===== src/sv/mwm_pkg.sv =====
// ----------------------------------------------------------------------------
// mwm_pkg
// Shared constants, types and codes for the maze wall map with odometry.
// ----------------------------------------------------------------------------
package mwm_pkg;

  localparam int GRID_ROWS = 16;
  localparam int GRID_COLS = 16;
  localparam int CELL_MM   = 180;

  localparam int TRAVEL_W   = 12;
  localparam int CELL_UNITS = CELL_MM * 16;
  localparam int HALF_UNITS = CELL_MM * 8;
  localparam int WIN_LO     = 89 * 16;
  localparam int WIN_HI     = 91 * 16;
  localparam int OFF_W      = $clog2(CELL_UNITS + (1 << TRAVEL_W));
  localparam int MAX_STEPS  = (CELL_UNITS + (1 << TRAVEL_W) - 1) / CELL_UNITS;
  localparam int STEP_W     = $clog2(MAX_STEPS + 1);

  localparam int ROW_W  = $clog2(GRID_ROWS);
  localparam int COL_W  = $clog2(GRID_COLS);
  localparam int SPOS_W = ((ROW_W > COL_W) ? ROW_W : COL_W) + 2;

  localparam int COL_DEPTH   = GRID_ROWS * (GRID_COLS - 1);
  localparam int ROW_DEPTH   = (GRID_ROWS - 1) * GRID_COLS;
  localparam int STORE_DEPTH = (COL_DEPTH > ROW_DEPTH) ? COL_DEPTH : ROW_DEPTH;
  localparam int ADDR_W      = $clog2(STORE_DEPTH);
  localparam int WALL_W      = 8;

  localparam int GOAL_ROW = GRID_ROWS / 2 - 1;
  localparam int GOAL_COL = GRID_COLS / 2 - 1;

  localparam logic [2:0] MODE_WALL   = 3'd0;
  localparam logic [2:0] MODE_TURN   = 3'd1;
  localparam logic [2:0] MODE_SET    = 3'd2;
  localparam logic [2:0] MODE_TRAVEL = 3'd3;

  localparam logic [1:0] SIDE_RIGHT = 2'd0;
  localparam logic [1:0] SIDE_LEFT  = 2'd1;
  localparam logic [1:0] SIDE_NONE  = 2'd3;

  localparam logic [1:0] DIR_E = 2'd0;
  localparam logic [1:0] DIR_S = 2'd1;
  localparam logic [1:0] DIR_W = 2'd2;
  localparam logic [1:0] DIR_N = 2'd3;

  typedef logic [ADDR_W-1:0]        addr_t;
  typedef logic signed [WALL_W-1:0] wall_t;
  typedef logic [ROW_W-1:0]         row_t;
  typedef logic [COL_W-1:0]         col_t;
  typedef logic [1:0]               dir_t;
  typedef logic [OFF_W-1:0]         off_t;
  typedef logic signed [SPOS_W-1:0] spos_t;

  typedef struct packed {
    logic  rd_en;
    addr_t rd_addr0;
    addr_t rd_addr1;
    logic  wr_en;
    addr_t wr_addr;
    wall_t wr_data;
  } store_req_t;

  typedef struct packed {
    logic [3:0] row;
    logic [3:0] col;
    dir_t       heading;
    logic       open_right;
    logic       open_left;
    logic       in_goal;
  } result_t;

endpackage


===== src/sv/mwm_ram.sv =====
// ----------------------------------------------------------------------------
// mwm_ram
// Generic RAM: one write port, two read ports with registered read data.
// ----------------------------------------------------------------------------
module mwm_ram #(
  parameter int WIDTH = 8,
  parameter int DEPTH = 256
) (
  input  logic                     clk,
  input  logic                     we,
  input  logic [$clog2(DEPTH)-1:0] waddr,
  input  logic [WIDTH-1:0]         wdata,
  input  logic                     re,
  input  logic [$clog2(DEPTH)-1:0] raddr0,
  input  logic [$clog2(DEPTH)-1:0] raddr1,
  output logic [WIDTH-1:0]         rdata0,
  output logic [WIDTH-1:0]         rdata1
);

  logic [WIDTH-1:0] mem [DEPTH];

  always_ff @(posedge clk) begin
    if (we) begin
      mem[waddr] <= wdata;
    end
    if (re) begin
      rdata0 <= mem[raddr0];
      rdata1 <= mem[raddr1];
    end
  end

endmodule


===== src/sv/mwm_wall_store.sv =====
// ----------------------------------------------------------------------------
// mwm_wall_store
// One wall confidence store: RAM, per-entry valid bits (unwritten reads as
// zero) and a bypass of the write made on the same edge as the read.
// ----------------------------------------------------------------------------
module mwm_wall_store (
  input  logic                clk,
  input  logic                rst_n,
  input  mwm_pkg::store_req_t req,
  output mwm_pkg::wall_t      rd_data0,
  output mwm_pkg::wall_t      rd_data1
);
  import mwm_pkg::*;

  logic [STORE_DEPTH-1:0] vld_r;
  logic [1:0]             rvld_r;
  addr_t                  raddr0_r;
  addr_t                  raddr1_r;
  logic                   wl_vld_r;
  addr_t                  wl_addr_r;
  wall_t                  wl_data_r;
  logic [WALL_W-1:0]      q0;
  logic [WALL_W-1:0]      q1;

  mwm_ram #(
    .WIDTH (WALL_W),
    .DEPTH (STORE_DEPTH)
  ) u_ram (
    .clk    (clk),
    .we     (req.wr_en),
    .waddr  (req.wr_addr),
    .wdata  (req.wr_data),
    .re     (req.rd_en),
    .raddr0 (req.rd_addr0),
    .raddr1 (req.rd_addr1),
    .rdata0 (q0),
    .rdata1 (q1)
  );

  always_ff @(posedge clk) begin
    if (!rst_n) begin
      vld_r    <= '0;
      rvld_r   <= '0;
      wl_vld_r <= 1'b0;
    end else begin
      if (req.wr_en) begin
        vld_r[req.wr_addr] <= 1'b1;
      end
      if (req.rd_en) begin
        rvld_r <= {vld_r[req.rd_addr1], vld_r[req.rd_addr0]};
      end
      wl_vld_r <= req.wr_en;
    end
  end

  always_ff @(posedge clk) begin
    if (req.rd_en) begin
      raddr0_r <= req.rd_addr0;
      raddr1_r <= req.rd_addr1;
    end
    wl_addr_r <= req.wr_addr;
    wl_data_r <= req.wr_data;
  end

  // read-first RAM: a write on the read edge is forwarded
  always_comb begin
    if (wl_vld_r && (wl_addr_r == raddr0_r)) begin
      rd_data0 = wl_data_r;
    end else begin
      rd_data0 = rvld_r[0] ? wall_t'(q0) : '0;
    end
    if (wl_vld_r && (wl_addr_r == raddr1_r)) begin
      rd_data1 = wl_data_r;
    end else begin
      rd_data1 = rvld_r[1] ? wall_t'(q1) : '0;
    end
  end

endmodule


===== config.mk =====
export PLATFORM = sky130hd
export DESIGN_NAME = mwm_wall_store
export DESIGN_NICKNAME = d
export VERILOG_FILES = /design/src/sv/mwm_pkg.sv /design/src/sv/mwm_ram.sv /design/src/sv/mwm_wall_store.sv
export SDC_FILE = /design/constraint.sdc
export NUM_CORES = 2
export LEC_CHECK = 0
export BUFFER_PORTS_ARGS = -buffer_cell sky130_fd_sc_hd__buf_4
export CELL_PAD_IN_SITES_DETAIL_PLACEMENT = 1
export CELL_PAD_IN_SITES_GLOBAL_PLACEMENT = 2
export CORE_UTILIZATION = 50
export DETAILED_ROUTE_END_ITERATION = 7
export PLACE_DENSITY_LB_ADDON = 0.1
export SYNTH_ARGS = -nofsm -noshare
export SYNTH_HDL_FRONTEND = slang
export SYNTH_SLANG_ARGS = --single-unit

===== constraint.sdc =====
create_clock -name clk -period 4.1 [get_ports clk]
set_input_delay 1.23 -clock clk [delete_from_list [all_inputs] [get_ports clk]]
set_output_delay 1.23 -clock clk [all_outputs]
set_load 0.01 [all_outputs]

==> impl_metrics.env <==
export IMPL_port_buffers=51
export IMPL_ys_ff_latch=2211
export IMPL_critPathMaxStageDelay_ns=0.41
export IMPL_cp_cell_sequence="xor2_1, nor4_1, nand3_1, nor4_2, buf_6, nand2_1, o21ai_1, buf_4"
export IMPL_core_area_um2=202000
export IMPL_violations="design-rule violations, negative setup slack"
export IMPL_die_h_um=453
export IMPL_nFillCells=17500
export IMPL_synth_distinct_cells=71
export IMPL_finalWorstSetupSlack_ns=-0.0672
export IMPL_drtIter0Drc=9244
export IMPL_hold_viol_final=0
export IMPL_power_static_leakage_nw=39.8
export IMPL_firstDrtPassIters=8
export IMPL_postPlaceCellArea_um2=112000
export IMPL_syn_area_um2=102000
export IMPL_rsz0062_at_grt="true"
export IMPL_max_slew_margin_rel_pct=17.8
export IMPL_die_w_um=453
export IMPL_place_inst=8664
export IMPL_synthCells=5423
export IMPL_clockBufferDepth=3
export IMPL_fin_crit_sh_pct=102
export IMPL_cts_tree="built"
export IMPL_grt_usage_pct=37.0
export IMPL_final_cell_mix="edfxtp_1 (1952), mux4_2 (1102), buf_4 (851), nor2_1 (273), dfxtp_1 (259)"
export IMPL_multi_input_area_um2=35800
export IMPL_grt_pass1_vias=66000
export IMPL_hold_path_class="reg -> reg"
export IMPL_async_reset_ff_share_pct=0
export IMPL_post_synth_top_area_fraction_pct=57.6
export IMPL_root_buffer="clkbuf_16"
export IMPL_setup_viol=5
export IMPL_antenna_found_initial=21
export IMPL_fin_area_um2=120000
export IMPL_io_pins=52
export IMPL_grt_pass1_wl_um=525000
export IMPL_power_density_nw_per_um2=424
export IMPL_synth_edf_count=1952
export IMPL_startpoint_type="register"
export IMPL_pre_cts_ws_ns=-0.681
export IMPL_wl_um=378000
export IMPL_end_kind="output port"
export IMPL_slew_violations=0
export IMPL_crit_buf_inv=2
export IMPL_utilization_pct=59.5
export IMPL_htree_levels=4
export IMPL_worstSkewPairLatency_ns=0.90
export IMPL_hpwl_um=259000
export IMPL_start_util_pct=50.3
export IMPL_critPathRequiredTime_ns=2.87
export IMPL_cpMaxStageDelayCell="edfxtp_1"
export IMPL_fmax_ghz=0.240
export IMPL_critPathArrivalTime_ns=2.94
export IMPL_finalCriticalPeriod_ns=4.17
export IMPL_yosysWarnings=0
export IMPL_synthFlopType="edfxtp_1"
export IMPL_synth_area_leaders="edfxtp_1 (58%), mux4_2 (24%), dfxtp_1 (5.1%), o21a_1 (1.8%), a22oi_1 (1.7%)"
export IMPL_drv_cap=0
export IMPL_worst_slew_pin_transition_ns=1.22
export IMPL_vdd_ir_drop_worst_mv=0.427
export IMPL_grt_overflow=0
export IMPL_row_count=165
export IMPL_ant_nets=0
export IMPL_wl_per_cell_um=41.5
export IMPL_worst_path_max_fanout=16
export IMPL_area_delta_synth_final_pct=18.3
export IMPL_seq_area_um2=63800
export IMPL_nets=6267
export IMPL_cts_sinks=2211
export IMPL_drc=2
export IMPL_syn_area_per_cell_um2=18.8
export IMPL_cts_buffers=233
export IMPL_cts_hold_buffers_added=0
export IMPL_ys_seq_area_share_pct=62.7
export IMPL_vias=64900
export IMPL_routed_via_density=7.11
export IMPL_syn_nets=5459
export IMPL_gp_congestion=0.933
export IMPL_synth_top_cell_by_area="edfxtp_1"
export IMPL_die_area_um2=205000
export IMPL_clkSlewWorstSetupHoldPaths_ns=0.06
export IMPL_layout_commonest_cell="edfxtp_1"
export IMPL_status="finished with violations"
export IMPL_path_delay_family="simple AND/OR/NAND/NOR gates"
export IMPL_grt_max_degree=105
export IMPL_skew_ns=0.0432
export IMPL_stdcell_count=9122
export IMPL_path_class="reg -> out"
export IMPL_final_layout_size_suffix_gt1_share_pct=39.5
==> power by group <==
| group | leakage (nW) | internal [mW] | switching, mW |
|---|---|---|---|
| registers | 19.7 | 24.6 | 0.0577 |
| clock network | 3.83 | 12.4 | 9.31 |
| logic | 16.3 | 1.94 | 2.84 |
| total | 39.8 | 38.9 | 12.2 |
==> layout make-up <==
type / instances / area share, %
clock inverters: 145 / 1.30
diodes: 8 / 0.0166
repair buffers: 1025 / 8.04
flip-flops and latches: 2211 / 53.0
inverters: 10 / 0.0332
multi-input cells: 2750 / 29.7
clock buffers: 301 / 5.18
well taps: 2672 / 2.77
==> final timing paths <==
path | startpoint | cells past startpoint | slack [ns] | endpoint
worst min-delay path | vld_r[71] | 1 | 0.49 | vld_r[71]
worst max register to register | u_ram.mem[194][6] | 7 | 0.84 | u_ram.rdata0[6]
worst max-delay path | raddr0_r[3] | 8 | -0.07 | rd_data0[5]
worst min register to register | vld_r[71] | 1 | 0.49 | vld_r[71]
==> flip-flops by register name (all words and copies together), names as in the netlist <==
signal	flops
u_ram.mem	1920
vld_r	240
raddr0_r	8
raddr1_r	8
u_ram.rdata0	8
u_ram.rdata1	8
wl_addr_r	8
wl_data_r	8
rvld_r	2
wl_vld_r	1
==> cells by family (layout without fill, tap and decap cells) <==
kind of cell / count (synthesis) / count (layout) / share of synthesized area, %
buffers and inverters: 462 / 1481 / 2.50
XOR/XNOR: 16 / 16 / 0.138
multiplexers: 1247 / 1247 / 25.9
AO/OA/AOI/OAI: 861 / 861 / 5.97
flip-flops: 2211 / 2211 / 62.7
AND/OR/NAND/NOR: 626 / 626 / 2.83
other: 0 / 8 / 0
==> layer usage <==
metal / routed length [um] / GRT usage (%)
met3: 37300 / 7.97
met1: 140000 / 49.4
met4: 21900 / 18.5
met2: 179000 / 58.0
met5: 121 / 0
==> cell usage after synthesis, types with 17 or more instances <==
cell type / number
edfxtp_1: 1952
mux4_2: 1102
nor2_1: 275
dfxtp_1: 259
o21a_1: 244
a22oi_1: 231
clkbuf_1: 177
nand2_1: 138
buf_2: 134
mux2i_1: 132
a21oi_1: 120
buf_4: 64
o22ai_1: 62
o21ai_0: 52
nand3_1: 50
buf_6: 43
a221oi_1: 37
nor4_1: 36
nor2b_1: 29
buf_1: 25
o211ai_1: 17
==> per-stage QoR <==
stage	hold slack [ns]	power, mW	setup TNS (ns)
detailed placement	0.473	29.8	-5.73
global placement	0.458	29.7	-5.50
CTS	0.462	51.2	-0.802
finish	0.486	51.1	-0.220
floorplan	0.449	27.3	0
global route	0.491	52.2	-0.519
==> timing repair <==
item / in CTS / in global routing
hold endpoints to repair: 0 / 0
gates cloned: 1 / 0
gates resized for setup: 44 / 23
buffers inserted: 1 / 2
setup endpoints to repair: 16 / 16
pin swaps: 0 / 4
==> worst register-to-register path, cell delays in order, from the launching register on <==
cell	delay, ns
edfxtp_1	0.44
mux4_2	0.46
nor2b_1	0.14
a2111oi_0	0.92
buf_4	0.25
o41ai_1	0.20
a221o_1	0.43
and3_1	0.17
Note: power is estimated with default switching activity, not from simulation.
